**src/rtl/core/ipv4_fragment_reassembly_tracker_defines.svh**
```systemverilog
// ----------------------------------------------------------------------------
// Assertion macros for the fragment reassembly tracker
// Shared property forms used by the ifr_back module.
// ----------------------------------------------------------------------------
`ifndef IPV4_FRAGMENT_REASSEMBLY_TRACKER_DEFINES_SVH
`define IPV4_FRAGMENT_REASSEMBLY_TRACKER_DEFINES_SVH

// Same-cycle implication, disabled while reset is asserted.
`define IFR_ASSERT_IMP(label, clk_s, rst_s, ante, cons, msg) \
    label: assert property (@(posedge clk_s) disable iff (!rst_s) (ante) |-> (cons)) \
        else $error(msg);

// Next-cycle implication, disabled while reset is asserted.
`define IFR_ASSERT_NXT(label, clk_s, rst_s, ante, cons, msg) \
    label: assert property (@(posedge clk_s) disable iff (!rst_s) (ante) |=> (cons)) \
        else $error(msg);

`endif

```
**src/rtl/core/ifr_pkg.sv**
```systemverilog
// ----------------------------------------------------------------------------
// ifr_pkg
// Types and constants shared by the fragment reassembly tracker.
// ----------------------------------------------------------------------------
package ifr_pkg;

    localparam int CONTEXTS_DEF = 8;
    localparam int FRAGS_DEF    = 8;
    localparam logic [7:0] TIMEOUT_RESET = 8'd10;

    // Result status codes.
    typedef enum logic [2:0] {
        ST_STORED   = 3'd0,
        ST_DUP      = 3'd1,
        ST_OVERFLOW = 3'd2,
        ST_COMPLETE = 3'd3,
        ST_TICK     = 3'd4
    } status_t;

    // One input word.
    typedef struct packed {
        logic        mode;
        logic [31:0] src_addr;
        logic [15:0] datagram_id;
        logic [12:0] frag_offset;
        logic [15:0] data_len;
        logic        more_frags;
    } item_t;

    // One stored fragment range.
    typedef struct packed {
        logic [15:0] start_b;
        logic [16:0] stop_b;
        logic        more;
    } slot_t;

    // Queue head as seen by the back end.
    typedef struct packed {
        logic  valid;
        item_t item;
    } queue_head_t;

    typedef enum logic [3:0] {
        BS_IDLE,
        BS_LOOKUP,
        BS_TICK,
        BS_SCAN_RD,
        BS_SCAN_CHK,
        BS_SHIFT_RD,
        BS_SHIFT_WR,
        BS_INSERT,
        BS_CHK_RD,
        BS_CHK_EVAL
    } back_state_t;

endpackage

```
**src/rtl/core/ifr_ram.sv**
```systemverilog
// ----------------------------------------------------------------------------
// ifr_ram
// Generic single-write, single-read RAM with a registered read port.
// ----------------------------------------------------------------------------
module ifr_ram #(
    parameter int WIDTH = 8,
    parameter int DEPTH = 16,
    localparam int AW = (DEPTH > 1) ? $clog2(DEPTH) : 1
) (
    input  logic             clk,
    input  logic             we,
    input  logic [AW-1:0]    waddr,
    input  logic [WIDTH-1:0] wdata,
    input  logic [AW-1:0]    raddr,
    output logic [WIDTH-1:0] rdata
);

    logic [WIDTH-1:0] mem [DEPTH];
    logic [WIDTH-1:0] rdata_reg;

    // Write port and registered read port.
    always_ff @(posedge clk)
    begin
        if (we)
        begin
            mem[waddr] <= wdata;
        end
        rdata_reg <= mem[raddr];
    end

    assign rdata = rdata_reg;

endmodule

```
**src/rtl/core/ifr_front.sv**
```systemverilog
// ----------------------------------------------------------------------------
// ifr_front
// Accepts command words and holds them in a two-entry queue for the back end.
// ----------------------------------------------------------------------------
module ifr_front
    import ifr_pkg::*;
(
    input  logic        clk,
    input  logic        rst_n,
    input  logic        start,
    output logic        busy,
    input  item_t       item_in,
    output queue_head_t head,
    input  logic        pop
);

    logic [1:0] count_reg, count_next;
    item_t      ent0_reg, ent0_next;
    item_t      ent1_reg, ent1_next;
    logic       push;

    assign busy = (count_reg == 2'd2);
    assign push = start && !busy;
    assign head.valid = (count_reg != 2'd0);
    assign head.item  = ent0_reg;

    // Queue control: entry 0 is always the head.
    always_comb
    begin
        count_next = count_reg;
        ent0_next  = ent0_reg;
        ent1_next  = ent1_reg;
        if (pop && head.valid)
        begin
            ent0_next = ent1_reg;
            if (push)
            begin
                if (count_reg == 2'd1)
                begin
                    ent0_next = item_in;
                end
                else
                begin
                    ent1_next = item_in;
                end
            end
            else
            begin
                count_next = count_reg - 2'd1;
            end
        end
        else if (push)
        begin
            if (count_reg == 2'd0)
            begin
                ent0_next = item_in;
            end
            else
            begin
                ent1_next = item_in;
            end
            count_next = count_reg + 2'd1;
        end
    end

    always_ff @(posedge clk or negedge rst_n)
    begin
        if (!rst_n)
        begin
            count_reg <= 2'd0;
        end
        else
        begin
            count_reg <= count_next;
        end
    end

    always_ff @(posedge clk)
    begin
        ent0_reg <= ent0_next;
        ent1_reg <= ent1_next;
    end

endmodule

```
**src/rtl/core/ifr_back.sv**
```systemverilog
// ----------------------------------------------------------------------------
// ifr_back
// Context table, recency order and the sequencer that walks fragment slots.
// ----------------------------------------------------------------------------
`include "ipv4_fragment_reassembly_tracker_defines.svh"

module ifr_back
    import ifr_pkg::*;
#(
    parameter int CONTEXTS = CONTEXTS_DEF,
    parameter int FRAGS_PER_DATAGRAM = FRAGS_DEF
) (
    input  logic        clk,
    input  logic        rst_n,
    input  logic [7:0]  timeout_ticks,
    input  queue_head_t head,
    output logic        pop,
    output logic        done,
    output logic [2:0]  status,
    output logic [2:0]  context_index,
    output logic        evicted,
    output logic [16:0] payload_len,
    output logic [3:0]  expired_count
);

    localparam int CW    = (CONTEXTS > 1) ? $clog2(CONTEXTS) : 1;
    localparam int NW    = $clog2(FRAGS_PER_DATAGRAM + 1);
    localparam int DEPTH = CONTEXTS * FRAGS_PER_DATAGRAM;
    localparam int AW    = (DEPTH > 1) ? $clog2(DEPTH) : 1;
    localparam int SW    = $bits(slot_t);

    typedef logic [CONTEXTS-1:0][CW-1:0] rank_vec_t;

    // Context table.
    logic [CONTEXTS-1:0]          valid_reg, valid_next;
    logic [CONTEXTS-1:0][31:0]    src_reg, src_next;
    logic [CONTEXTS-1:0][15:0]    ident_reg, ident_next;
    logic [CONTEXTS-1:0][7:0]     timer_reg, timer_next;
    rank_vec_t                    rank_reg, rank_next;
    logic [CONTEXTS-1:0][NW-1:0]  count_reg, count_next;

    // Sequencer.
    back_state_t  state_reg, state_next;
    item_t        item_reg, item_next;
    logic [CW-1:0] cur_reg, cur_next;
    logic [NW-1:0] n_reg, n_next;
    logic [NW-1:0] k_reg, k_next;
    logic [NW-1:0] pos_reg, pos_next;
    logic [16:0]   acc_reg, acc_next;
    logic          ev_reg, ev_next;
    logic [3:0]    exp_reg, exp_next;

    // Result registers.
    logic        done_reg, done_next;
    status_t     status_reg, status_next;
    logic [2:0]  cidx_reg, cidx_next;
    logic        evicted_reg, evicted_next;
    logic [16:0] payload_reg, payload_next;
    logic [3:0]  expired_reg, expired_next;

    // Slot memory.
    logic          ram_we;
    logic [AW-1:0] ram_waddr, ram_raddr;
    slot_t         ram_wdata, ram_rdata;
    logic [SW-1:0] ram_rbits;

    ifr_ram #(
        .WIDTH (SW),
        .DEPTH (DEPTH)
    ) u_slots (
        .clk   (clk),
        .we    (ram_we),
        .waddr (ram_waddr),
        .wdata (ram_wdata),
        .raddr (ram_raddr),
        .rdata (ram_rbits)
    );

    assign ram_rdata = slot_t'(ram_rbits);

    // Removes context c from the recency order.
    function automatic rank_vec_t f_release(rank_vec_t rk, logic [CONTEXTS-1:0] vl,
                                            logic [CW-1:0] c);
        rank_vec_t r;
        r = rk;
        for (int j = 0; j < CONTEXTS; j++)
        begin
            if ((CW'(j) != c) && vl[j] && (rk[j] > rk[c]))
            begin
                r[j] = rk[j] - 1'b1;
            end
        end
        r[c] = '0;
        return r;
    endfunction

    // Moves context c to the front of the recency order.
    function automatic rank_vec_t f_front(rank_vec_t rk, logic [CONTEXTS-1:0] vl,
                                          logic [CW-1:0] c);
        rank_vec_t r;
        r = rk;
        for (int j = 0; j < CONTEXTS; j++)
        begin
            if ((CW'(j) != c) && vl[j] && (rk[j] < rk[c]))
            begin
                r[j] = rk[j] + 1'b1;
            end
        end
        r[c] = '0;
        return r;
    endfunction

    // Pushes a new context c in front of all valid ones.
    function automatic rank_vec_t f_push(rank_vec_t rk, logic [CONTEXTS-1:0] vl,
                                         logic [CW-1:0] c);
        rank_vec_t r;
        r = rk;
        for (int j = 0; j < CONTEXTS; j++)
        begin
            if (vl[j])
            begin
                r[j] = rk[j] + 1'b1;
            end
        end
        r[c] = '0;
        return r;
    endfunction

    function automatic logic [AW-1:0] f_addr(logic [CW-1:0] c, logic [NW-1:0] k);
        return AW'(int'(c) * FRAGS_PER_DATAGRAM + int'(k));
    endfunction

    // Fragment range of the current word.
    logic [15:0] frag_start;
    logic [16:0] frag_stop;
    assign frag_start = {item_reg.frag_offset, 3'b000};
    assign frag_stop  = {1'b0, frag_start} + {1'b0, item_reg.data_len};

    // Context search: match, lowest free slot, least recent valid context.
    logic          match_found, free_found;
    logic [CW-1:0] match_idx, free_idx, best_idx;

    always_comb
    begin
        match_found = 1'b0;
        free_found  = 1'b0;
        match_idx   = '0;
        free_idx    = '0;
        best_idx    = '0;
        for (int i = 0; i < CONTEXTS; i++)
        begin
            if (!match_found && valid_reg[i] && (src_reg[i] == item_reg.src_addr)
                && (ident_reg[i] == item_reg.datagram_id))
            begin
                match_found = 1'b1;
                match_idx   = CW'(i);
            end
            if (!free_found && !valid_reg[i])
            begin
                free_found = 1'b1;
                free_idx   = CW'(i);
            end
            if (valid_reg[i] && (rank_reg[i] >= rank_reg[best_idx]))
            begin
                best_idx = CW'(i);
            end
        end
    end

    // Sequencer next state and outputs.
    always_comb
    begin
        logic [CW-1:0] c;
        logic [NW-1:0] n;
        logic [16:0]   acc_new;
        rank_vec_t     rk;
        logic [CONTEXTS-1:0] vl;

        valid_next   = valid_reg;
        src_next     = src_reg;
        ident_next   = ident_reg;
        timer_next   = timer_reg;
        rank_next    = rank_reg;
        count_next   = count_reg;
        state_next   = state_reg;
        item_next    = item_reg;
        cur_next     = cur_reg;
        n_next       = n_reg;
        k_next       = k_reg;
        pos_next     = pos_reg;
        acc_next     = acc_reg;
        ev_next      = ev_reg;
        exp_next     = exp_reg;
        done_next    = 1'b0;
        status_next  = status_reg;
        cidx_next    = cidx_reg;
        evicted_next = evicted_reg;
        payload_next = payload_reg;
        expired_next = expired_reg;
        pop          = 1'b0;
        ram_we       = 1'b0;
        ram_waddr    = f_addr(cur_reg, k_reg);
        ram_wdata    = ram_rdata;
        ram_raddr    = f_addr(cur_reg, k_reg);
        c            = cur_reg;
        n            = n_reg;
        acc_new      = acc_reg + (ram_rdata.stop_b - {1'b0, ram_rdata.start_b});
        rk           = rank_reg;
        vl           = valid_reg;

        unique case (state_reg)
            BS_IDLE:
            begin
                if (head.valid)
                begin
                    pop       = 1'b1;
                    item_next = head.item;
                    cur_next  = '0;
                    exp_next  = '0;
                    ev_next   = 1'b0;
                    state_next = head.item.mode ? BS_TICK : BS_LOOKUP;
                end
            end

            // Age one context per cycle.
            BS_TICK:
            begin
                if (valid_reg[cur_reg])
                begin
                    if (timer_reg[cur_reg] <= 8'd1)
                    begin
                        rank_next           = f_release(rank_reg, valid_reg, cur_reg);
                        valid_next[cur_reg] = 1'b0;
                        count_next[cur_reg] = '0;
                        if (exp_reg != 4'd15)
                        begin
                            exp_next = exp_reg + 4'd1;
                        end
                    end
                    else
                    begin
                        timer_next[cur_reg] = timer_reg[cur_reg] - 8'd1;
                    end
                end
                cur_next = cur_reg + 1'b1;
                if (cur_reg == CW'(CONTEXTS - 1))
                begin
                    done_next    = 1'b1;
                    status_next  = ST_TICK;
                    cidx_next    = 3'd0;
                    evicted_next = 1'b0;
                    payload_next = '0;
                    expired_next = (valid_reg[cur_reg] && (timer_reg[cur_reg] <= 8'd1)
                                    && (exp_reg != 4'd15)) ? exp_reg + 4'd1 : exp_reg;
                    state_next   = BS_IDLE;
                end
            end

            // Find or allocate the context and update the recency order.
            BS_LOOKUP:
            begin
                if (match_found)
                begin
                    c  = match_idx;
                    rk = f_front(rank_reg, valid_reg, c);
                    n  = count_reg[c];
                end
                else
                begin
                    if (free_found)
                    begin
                        c = free_idx;
                    end
                    else
                    begin
                        c     = best_idx;
                        rk    = f_release(rk, vl, c);
                        vl[c] = 1'b0;
                        ev_next = 1'b1;
                    end
                    src_next[c]   = item_reg.src_addr;
                    ident_next[c] = item_reg.datagram_id;
                    timer_next[c] = timeout_ticks;
                    rk    = f_push(rk, vl, c);
                    vl[c] = 1'b1;
                    n     = '0;
                end
                count_next[c] = n;
                cur_next = c;
                n_next   = n;
                k_next   = '0;
                pos_next = n;
                cidx_next = 3'(7'(c));
                if (n >= NW'(FRAGS_PER_DATAGRAM))
                begin
                    rk            = f_release(rk, vl, c);
                    vl[c]         = 1'b0;
                    count_next[c] = '0;
                    done_next     = 1'b1;
                    status_next   = ST_OVERFLOW;
                    evicted_next  = ev_next;
                    payload_next  = '0;
                    expired_next  = '0;
                    state_next    = BS_IDLE;
                end
                else if (n == '0)
                begin
                    state_next = BS_INSERT;
                end
                else
                begin
                    state_next = BS_SCAN_RD;
                end
                rank_next  = rk;
                valid_next = vl;
            end

            BS_SCAN_RD:
            begin
                state_next = BS_SCAN_CHK;
            end

            // Compare against the stored range just read.
            BS_SCAN_CHK:
            begin
                if (frag_start == ram_rdata.start_b)
                begin
                    done_next    = 1'b1;
                    status_next  = ST_DUP;
                    evicted_next = ev_reg;
                    payload_next = '0;
                    expired_next = '0;
                    state_next   = BS_IDLE;
                end
                else if (frag_stop <= {1'b0, ram_rdata.start_b})
                begin
                    pos_next   = k_reg;
                    k_next     = n_reg;
                    state_next = (n_reg == k_reg) ? BS_INSERT : BS_SHIFT_RD;
                end
                else if (k_reg + 1'b1 == n_reg)
                begin
                    pos_next   = n_reg;
                    k_next     = n_reg;
                    state_next = BS_INSERT;
                end
                else
                begin
                    k_next     = k_reg + 1'b1;
                    state_next = BS_SCAN_RD;
                end
            end

            BS_SHIFT_RD:
            begin
                ram_raddr  = f_addr(cur_reg, k_reg - 1'b1);
                state_next = BS_SHIFT_WR;
            end

            // Move one range up by one slot.
            BS_SHIFT_WR:
            begin
                ram_we     = 1'b1;
                ram_waddr  = f_addr(cur_reg, k_reg);
                ram_wdata  = ram_rdata;
                k_next     = k_reg - 1'b1;
                state_next = (k_reg - 1'b1 == pos_reg) ? BS_INSERT : BS_SHIFT_RD;
            end

            BS_INSERT:
            begin
                ram_we            = 1'b1;
                ram_waddr         = f_addr(cur_reg, pos_reg);
                ram_wdata.start_b = frag_start;
                ram_wdata.stop_b  = frag_stop;
                ram_wdata.more    = item_reg.more_frags;
                n_next            = n_reg + 1'b1;
                count_next[cur_reg] = n_reg + 1'b1;
                k_next            = '0;
                acc_next          = '0;
                state_next        = BS_CHK_RD;
            end

            BS_CHK_RD:
            begin
                state_next = BS_CHK_EVAL;
            end

            // Walk the ranges from byte 0 to test for completion.
            BS_CHK_EVAL:
            begin
                if ({1'b0, ram_rdata.start_b} != acc_reg)
                begin
                    done_next    = 1'b1;
                    status_next  = ST_STORED;
                    evicted_next = ev_reg;
                    payload_next = '0;
                    expired_next = '0;
                    state_next   = BS_IDLE;
                end
                else if (k_reg + 1'b1 == n_reg)
                begin
                    done_next    = 1'b1;
                    evicted_next = ev_reg;
                    expired_next = '0;
                    state_next   = BS_IDLE;
                    if (!ram_rdata.more)
                    begin
                        rank_next           = f_release(rank_reg, valid_reg, cur_reg);
                        valid_next[cur_reg] = 1'b0;
                        count_next[cur_reg] = '0;
                        status_next         = ST_COMPLETE;
                        payload_next        = acc_new;
                    end
                    else
                    begin
                        status_next  = ST_STORED;
                        payload_next = '0;
                    end
                end
                else
                begin
                    acc_next   = acc_new;
                    k_next     = k_reg + 1'b1;
                    state_next = BS_CHK_RD;
                end
            end

            default:
            begin
                state_next = BS_IDLE;
            end
        endcase
    end

    always_ff @(posedge clk or negedge rst_n)
    begin
        if (!rst_n)
        begin
            state_reg <= BS_IDLE;
            valid_reg <= '0;
            rank_reg  <= '0;
            count_reg <= '0;
            done_reg  <= 1'b0;
        end
        else
        begin
            state_reg <= state_next;
            valid_reg <= valid_next;
            rank_reg  <= rank_next;
            count_reg <= count_next;
            done_reg  <= done_next;
        end
    end

    always_ff @(posedge clk)
    begin
        src_reg     <= src_next;
        ident_reg   <= ident_next;
        timer_reg   <= timer_next;
        item_reg    <= item_next;
        cur_reg     <= cur_next;
        n_reg       <= n_next;
        k_reg       <= k_next;
        pos_reg     <= pos_next;
        acc_reg     <= acc_next;
        ev_reg      <= ev_next;
        exp_reg     <= exp_next;
        status_reg  <= status_next;
        cidx_reg    <= cidx_next;
        evicted_reg <= evicted_next;
        payload_reg <= payload_next;
        expired_reg <= expired_next;
    end

    assign done          = done_reg;
    assign status        = status_reg;
    assign context_index = cidx_reg;
    assign evicted       = evicted_reg;
    assign payload_len   = payload_reg;
    assign expired_count = expired_reg;

    `IFR_ASSERT_IMP(a_payload_only_complete, clk, rst_n,
        done && (status != ST_COMPLETE), payload_len == 17'd0,
        "payload length reported on an incomplete result")
    `IFR_ASSERT_IMP(a_tick_fields, clk, rst_n,
        done && (status == ST_TICK), !evicted && (context_index == 3'd0),
        "tick result carries fragment fields")
    `IFR_ASSERT_NXT(a_idle_takes_head, clk, rst_n,
        (state_reg == BS_IDLE) && head.valid,
        (state_reg == BS_LOOKUP) || (state_reg == BS_TICK),
        "queued word not taken by an idle back end")

endmodule

```
**src/rtl/core/ipv4_fragment_reassembly_tracker.sv**
```systemverilog
// The back end handles one word at a time and takes the next queued word in the cycle in which
// the previous result shows. A two-word queue accepts commands meanwhile; busy shows it full.
// Results last one cycle on done and cannot be stalled.
// Reset clears all contexts and the queue at once; the timeout register returns to 10.
// ----------------------------------------------------------------------------
// ipv4_fragment_reassembly_tracker
// Top level: command queue, context sequencer and timeout register.
// ----------------------------------------------------------------------------
module ipv4_fragment_reassembly_tracker
    import ifr_pkg::*;
#(
    parameter int CONTEXTS = CONTEXTS_DEF,
    parameter int FRAGS_PER_DATAGRAM = FRAGS_DEF
) (
    input  logic        clk,
    input  logic        rst_n,
    input  logic        start,
    output logic        busy,
    input  logic        mode,
    input  logic [31:0] src_addr,
    input  logic [15:0] datagram_id,
    input  logic [12:0] frag_offset,
    input  logic [15:0] data_len,
    input  logic        more_frags,
    output logic        done,
    output logic [2:0]  status,
    output logic [2:0]  context_index,
    output logic        evicted,
    output logic [16:0] payload_len,
    output logic [3:0]  expired_count,
    input  logic        cfg_valid,
    output logic        cfg_ready,
    input  logic [7:0]  cfg_data
);

    logic [7:0]  timeout_reg, timeout_next;
    item_t       item_in;
    queue_head_t head;
    logic        pop;

    // Timeout register write.
    assign cfg_ready    = 1'b1;
    assign timeout_next = (cfg_valid && cfg_ready) ? cfg_data : timeout_reg;

    always_ff @(posedge clk or negedge rst_n)
    begin
        if (!rst_n)
        begin
            timeout_reg <= TIMEOUT_RESET;
        end
        else
        begin
            timeout_reg <= timeout_next;
        end
    end

    assign item_in.mode        = mode;
    assign item_in.src_addr    = src_addr;
    assign item_in.datagram_id = datagram_id;
    assign item_in.frag_offset = frag_offset;
    assign item_in.data_len    = data_len;
    assign item_in.more_frags  = more_frags;

    ifr_front u_front (
        .clk     (clk),
        .rst_n   (rst_n),
        .start   (start),
        .busy    (busy),
        .item_in (item_in),
        .head    (head),
        .pop     (pop)
    );

    ifr_back #(
        .CONTEXTS           (CONTEXTS),
        .FRAGS_PER_DATAGRAM (FRAGS_PER_DATAGRAM)
    ) u_back (
        .clk           (clk),
        .rst_n         (rst_n),
        .timeout_ticks (timeout_reg),
        .head          (head),
        .pop           (pop),
        .done          (done),
        .status        (status),
        .context_index (context_index),
        .evicted       (evicted),
        .payload_len   (payload_len),
        .expired_count (expired_count)
    );

endmodule
```
**config.mk**
```make
export PLATFORM = sky130hd
export DESIGN_NAME = ipv4_fragment_reassembly_tracker
export DESIGN_NICKNAME = d
export VERILOG_FILES = /design/src/rtl/core/ifr_pkg.sv /design/src/rtl/core/ifr_ram.sv /design/src/rtl/core/ifr_front.sv /design/src/rtl/core/ifr_back.sv /design/src/rtl/core/ipv4_fragment_reassembly_tracker.sv
export VERILOG_INCLUDE_DIRS = /design/src /design/src/rtl/core
export SDC_FILE = /design/constraint.sdc
export NUM_CORES = 2
export LEC_CHECK = 0
export ABC_AREA = 1
export BUFFER_PORTS_ARGS = -buffer_cell sky130_fd_sc_hd__buf_2
export CAP_MARGIN = 15
export CORE_ASPECT_RATIO = 1.2
export CORE_MARGIN = 3
export CORE_UTILIZATION = 50
export CTS_CLUSTER_SIZE = 30
export DETAILED_ROUTE_END_ITERATION = 10
export PLACE_DENSITY = 0.72
export SYNTH_ARGS = -nofsm -noshare
export SYNTH_HDL_FRONTEND = slang
export SYNTH_HIERARCHICAL = 1
export SYNTH_SLANG_ARGS = --single-unit
```
**constraint.sdc**
```tcl
create_clock -name clk -period 14.5 [get_ports clk]
set_input_delay 2.175 -clock clk [delete_from_list [all_inputs] [get_ports clk]]
set_output_delay 2.175 -clock clk [all_outputs]
set_load 0.02 [all_outputs]
```
# == After elaboration in Yosys (flattened, before gate mapping) ==
# Memory sizes are Yosys's and may differ from the RTL's. A register that Yosys moved wholly into a read port is not among the register bits.
# Index checks and enable logic that the tools add are counted.
# classes
add_sub_neg,46
multipliers,0
div_mod_pow,0
n_lt_le_gt_ge,58
eq_ne,81
shifts,0
muxes,403
n_bitwise,23
reduce_logical,171
# ops
cell,n
79-bit 2-to-1 mux,10
3-bit 2-to-1 mux,211
24-bit 2-to-1 mux,11
256-bit bitwise mux,1
32-bit equality test,8
32-bit 2-to-1 mux,7
64-bit 2-to-1 mux,3
24-bit bitwise AND,6
16-bit equality test,9
17-bit 2-to-1 mux,8
128-bit bitwise mux,1
64-bit bitwise mux,2
32-bit case mux with 4 select lines,1
64-bit case mux with 2 select lines,1
4-bit 2-to-1 mux,30
24-bit NOT,5
8-bit 2-to-1 mux,14
1-bit logical AND,110
32-bit demux with 3-bit select,1
3-bit binary-select mux with 3-bit select,10
3-bit > comparator,24
24-bit case mux with 3 select lines,1
17-bit case mux with 4 select lines,1
32-bit bitwise AND,2
77 further kinds,305
# word_totals
regBits,828
latchBits,0
ramBits,2176
mem_bits_ro,0
input_bits,91
out_inout_bits,31
wordCells,857
mem_count,1
# memory_table
memory,depth,word_bits,read_ports,rd_ports_with_merged_regs,write_ports,line_no,source
u_back.u_slots.mem,64,34,1,1,1,ifr_ram.sv:18,logic [WIDTH-1:0] mem [DEPTH];

# == Longest topological paths before layout ==
# logic_depth
word_depth,62
depth_mapped,99
mapped_depth_nobuf,97

# == By module ==
# The synthesis kept the hierarchy.
# by_module_without_submodules
mod,n_inst,cells_each,area_per_inst_um2,seq_area_each_um2
ifr_ram,1,7204,87913.1,66023.3
ifr_back,1,5714,45820.2,19473.7
ifr_front,1,449,5974.5,4794.6
ipv4_fragment_reassembly_tracker,1,36,319.1,202.7

# == Worst setup path after synthesis ==
# Ideal clock, no wire load.
# synth_timing
path_kind,reg-to-reg
from,register u_back/rank_reg[2] (netlist name)
to,register u_back/rank_reg[15] (netlist name)
setup_time_ns,0.078
t_arrival_ns,12.508
required_time_ns,14.422
path_slack_ns,1.915
stages_incl_launch_ff,93
n_path_buf,4
synth_period_minus_slack_ns,12.585
path_cell_list,dfrtp_1 clkbuf_1 clkinv_1 ha_1 nand2_1 o211ai_1 nand2_1 nor2_1 a21oi_1 ha_1 nand2_1 o211ai_1 nand2_2 nand2_1 o21ai_0 ha_1 nand2_1 o211ai_1 [57 not listed] ha_1 a21oi_1 a21oi_1 nand2_1 inv_1 ha_1 nand2_1 nor2_1 a211oi_1 a31oi_1 nand2_1 inv_1 nand2_1 inv_1 nand4_1 nand3_1 nand3_1 a21boi_1
# synth_via
elab_chain_len,62
word_cells_on_any_way,250
cone_classes,11 x add/sub; 31 x order compare; 8 x eq/ne; 150 x mux; 12 x bitwise; 38 x reduce/logical
# synth_lines
element,line_no,source
"start, declared",ifr_back.sv:39,"rank_vec_t rank_reg, rank_next;"
"start signal, assigned",ifr_back.sv:450,rank_reg <= rank_next;
3-bit >= comparator,ifr_back.sv:163,if (valid_reg[i] && (rank_reg[i] >= rank_reg[best_idx]))
1-bit logical AND,ifr_back.sv:163,
1-bit 2-to-1 mux,ifr_back.sv:163,
3-bit binary-select mux with 3-bit select,ifr_back.sv:163,
3-bit 2-to-1 mux (implied by the code),ifr_back.sv:163,
3-bit >= comparator,ifr_back.sv:163,
1-bit logical AND,ifr_back.sv:163,
2-bit 2-to-1 mux,ifr_back.sv:163,
[46 not listed],--,
3-bit > comparator,ifr_back.sv:88,if ((CW'(j) != c) && vl[j] && (rk[j] > rk[c]))
1-bit logical AND,ifr_back.sv:88,
3-bit 2-to-1 mux,ifr_back.sv:88,
3-bit 2-to-1 mux,ifr_back.sv:294,if (n >= NW'(FRAGS_PER_DATAGRAM))
3-bit 2-to-1 mux,ifr_back.sv:211,unique case (state_reg)
24-bit bitwise AND (no line),--,
24-bit 2-to-1 mux,ifr_back.sv:294,
24-bit case mux with 3 select lines (*),ifr_back.sv:211,
# Every way passes the cells marked *; elsewhere a longest branch is shown, timed or not. The select of a mux whose other input is x is not followed.
# A chain may end at the register's enable or synchronous reset.

# == Final worst setup path ==
# layout_timing
from,register u_back/rank_reg[1] (netlist name)
to,register u_back/rank_reg[6] (netlist name)
# The elaborated chain is that of the path after synthesis.

==> tab_implementation.tex <==
\begin{tabular}{lr}
\hline
Metric & Value \\
\hline
\multicolumn{2}{l}{\textbf{Floorplan}} \\
Row count & 212 \\
Die area & 0.286 mm² \\
Starting density of the core & 50.3\% \\
Die width & 489 µm \\
Core outline area & 0.278 mm² \\
Die span in y & 586 µm \\
I/O pin count & 122 \\
\multicolumn{2}{l}{\textbf{Worst setup path}} \\
Worst flop-to-flop path endpoint & u\_back/rank\_reg[6] \\
CP startpoint kind & register \\
Critical Path End Type & register \\
Worst reg2reg setup slack & about 1.3 ns \\
Worst setup path start & u\_back/rank\_reg[1] \\
Slowest library cell on the worst path & dfrtp\_1 \\
Crit path buffers/inverters & 8 \\
Worst Path Arrival & 13.99 ns \\
Launching point of the worst reg2reg path & u\_back/rank\_reg[1] \\
Endpoint required time on the critical path & 15.28 ns \\
Maximum fanout encountered on the critical timing path & 10 \\
Critical path's largest stage delay & 0.38 ns \\
Depth of the most critical reg-to-reg path & 85 \\
Most used cell along the critical path & nand2\_1 \\
Kind of critical path & reg2reg \\
CP top delay family & compound AO/OA/AOI/OAI gates \\
\multicolumn{2}{l}{\textbf{Logic synthesis}} \\
Top\_reg\_cell synth & edfxtp\_1 \\
Synthesized area per cell & about 10 µm² \\
Number of register bits inferred by synthesis & 3038 \\
Area contributors post-synth & edfxtp\_1, nand2\_1, nand3\_1, inv\_1, ha\_1 \\
Syn Std Cell Area & 0.140 mm² \\
Library cell occupying the most area in the post-synthesis netlist & edfxtp\_1 \\
Count of flip-flops with a built-in enable after synthesis & 2925 \\
Number of different library cells in the post-synthesis netlist & 90 \\
Sequential area share after synthesis & between 60\% and 70\% \\
Share of the synthesized area in the top cell type & 62.7\% \\
Post-synthesis cell count & 13.4k \\
Share of synthesized registers carrying an async set or reset & approximately 2.6\% \\
Yosys synthesis warning count & 6 \\
\multicolumn{2}{l}{\textbf{Drt}} \\
Number of antenna-violating nets in the routed design & 0 \\
Total wire length & roughly 470 mm \\
Metal-1 WL & 168 mm \\
Remaining design rule violation count & 0 \\
Top layer reached by signal wires & met5 \\
Met3 layer wire length in the routed design & 48.3 mm \\
Routed vias/inst & 6.01 \\
WL met2 & between 200 and 250 mm \\
TritonRoute pass-1 iters & 8 \\
Via count & 105k \\
Initial drt markers & 13.3k \\
DR WL/cell & 26.6 µm \\
\multicolumn{2}{l}{\textbf{Timing}} \\
Slew margin rel. & about 14\% \\
Period minus WS final & roughly 13 ns \\
Count of pins over their slew limit & 0 \\
Share of the clock period used by the worst path after layout & 91.1\% \\
Worst hold margin & 0.400 ns \\
Transition time at the pin with the least slew margin & 1.29 ns \\
Final critical-path setup slack & roughly 1.3 ns \\
Maximum clock frequency & 0.0757 GHz \\
Total of endpoints with negative setup slack in the final report & 0 \\
Hold Vio Cnt, Final & 0 \\
Post-route clock skew & 0.0769 ns \\
Setup TNS Final & 0 ns \\
\multicolumn{2}{l}{\textbf{Layout}} \\
Layout overhead on the synthesized area & 11.2\% \\
Post-layout net count & approximately 14k \\
Number of fillers in the final layout & approximately 23k \\
Fraction of final layout cells sized beyond drive strength 1 & 9.49\% \\
Number of flip-flops under the largest register name & 2176 \\
Final instance count without filler cells & 17.5k \\
Non-Filler Cell Area, Final & 0.156 mm² \\
\multicolumn{2}{l}{\textbf{Placement}} \\
Cell count after placement & 16.9k \\
Detail Placement HPWL & 280 mm \\
I/O Buffers & 120 \\
Weighted congestion at the end of routability-driven global placement & 1.00 \\
Post-Place Setup Slack & 1.02 ns \\
Placed Area & approximately 0.15 mm² \\
\multicolumn{2}{l}{\textbf{Power and ir drop}} \\
Pwr per Cell Area & $\sim$270 mW/mm² \\
Max VDD drop & roughly 0.30 mV \\
Static leakage & between 50 and 60 nW \\
\multicolumn{2}{l}{\textbf{Clocking}} \\
Clock tree buffer depth & 4 \\
Clock sink count & about 3.0k \\
Source-to-sink clock delay at the later pin of the worst-skew pair & approximately 0.90 ns \\
Clock-pin slew on the worst setup and hold paths & 0.06 ns \\
Number of buffers added by the clock tree synthesis step & 308 \\
CTS tree & yes \\
Clk root buf & clkbuf\_16 \\
H-tree lvl count & 5 \\
Hold bufs inserted after CTS & 0 \\
\multicolumn{2}{l}{\textbf{GRT}} \\
Initial antenna violation count & 22 \\
First-pass GRT wire length & around 670 mm \\
Largest net degree at the start of global routing & between 200 and 250 \\
All-layer global routing usage & 31.8\% \\
Number of global-route vias before repair & around 100k \\
GRT Residual Overflow & 0 \\
\multicolumn{2}{l}{\textbf{Run}} \\
Count of maximum capacitance violations & 0 \\
\multicolumn{2}{l}{\textbf{Run status}} \\
Result of the run & completed \\
\multicolumn{2}{l}{\textbf{Hold path}} \\
Hold Path Cell Cnt & 0 \\
Endpoint, Worst Hold & u\_back/item\_reg[43] \\
Origin of the worst min-delay path & u\_front/head[43] \\
Path class of the lowest-slack min-delay path & reg2reg \\
\hline
\end{tabular}
## synthesized netlist by cell type (all sizes together), types with 67 or more instances
library cell,number
nor3,141
xor2,86
buf,492
dfrtp,77
edfxtp,2925
ha,216
nand2,4160
a21oi,154
inv,818
o21ai,284
nor2,673
or2,67
clkbuf,130
nand3,2327
o22ai,94
xnor2,91
nand4,185
nor4,82
## stage by stage
stage | power (mW) | utilization, %
after global routing | 43.5 | 56.0
final | 41.4 | 56.0
after CTS | 40.9 | 55.9
after global placement | 33.0 | 52.5
after floorplan | 25.3 | -
after detailed placement | 33.2 | 52.5
## area by class of cell
| cell class | instances | area (µm²) | area share, % |
|---|---|---|---|
| antenna | 6 | 15.0 | 0.00964 |
| clock buffer | 393 | 8200 | 5.27 |
| clock inverter | 156 | 1360 | 0.873 |
| inverter | 844 | 3220 | 2.07 |
| multi-input combinational | 8921 | 44300 | 28.5 |
| sequential | 3038 | 90500 | 58.1 |
| tap | 3638 | 4550 | 2.92 |
| timing repair buffer | 495 | 3560 | 2.28 |
## power breakdown
group / total [mW] / internal [mW] / switching [mW]
clock network: 7.72 / 4.35 / 3.37
logic: 21.5 / 5.84 / 15.6
registers: 12.3 / 11.7 / 0.523
total: 41.4 / 21.9 / 19.5
## placed cells by master, fill, tap and decap left out, types with 37 or more instances in the layout
cell	instances
nand3_1	2310
or2_2	50
nor2_1	565
o21ai_4	37
nand2_1	4091
nand2_2	52
buf_4	365
o21ai_0	211
clkbuf_16	313
nor4_1	81
nor2_4	94
buf_2	119
nor3_1	135
ha_1	216
xor2_1	85
edfxtp_1	2925
clkbuf_1	73
nand3b_1	37
clkinv_2	49
inv_1	750
xnor2_1	91
nand4_1	183
dfrtp_1	77
o22ai_1	92
clkinv_1	77
inv_2	61
a21oi_1	152
## metal layers
layer | GRT usage [%] | vias to the layer above
met5 | 0 | -
met4 | 20.3 | 2
met3 | 6.00 | 1282
met2 | 50.9 | 6120
met1 | 39.9 | 50800
li1 | - | 47000
## what timing repair did
| item | 4_1_cts | 5_1_grt |
|---|---|---|
| setup endpoints to repair | 0 | 24 |
| buffers inserted | 0 | 1 |
| resized for setup | 0 | 9 |
## worst max path at each step
stage | endpoint | slack [ns] | cells after the start
6_report | u_back/rank_reg[6] | 1.29 | 85
5_1_grt | u_back/rank_reg[9] | -0.02 | 90
4_1_cts | u_back/rank_reg[6] | 0.87 | 87
3_5_place_dp | u_back/rank_reg[6] | 1.02 | 88
3_3_place_gp | u_back/rank_reg[8] | 0.93 | 87
2_1_floorplan | u_back/rank_reg[15] | 1.91 | 92
## worst register-to-register path: cells and delay by family, from the launching register on
kind / cells / cell delay, ns
AND/OR/NAND/NOR: 38 / 4.14
adder cells (fa/ha/maj): 10 / 2.92
flip-flops: 1 / 0.38
AO/OA/AOI/OAI: 29 / 4.71
buffers and inverters: 8 / 0.93
## logic make-up (layout without fill, tap and decap cells)
family	after synthesis	in the layout	share of synthesized area, %
fa+ha+maj	233	233	2.17
buf+inv	1466	1888	4.57
compound gates	766	766	3.39
simple gates	7719	7719	24.1
xor+xnor	177	177	1.11
other cells	3	31	0.00804
mux	1	1	0.00804
flops	3038	3038	64.6
Note: power is estimated with default switching activity, not from simulation.
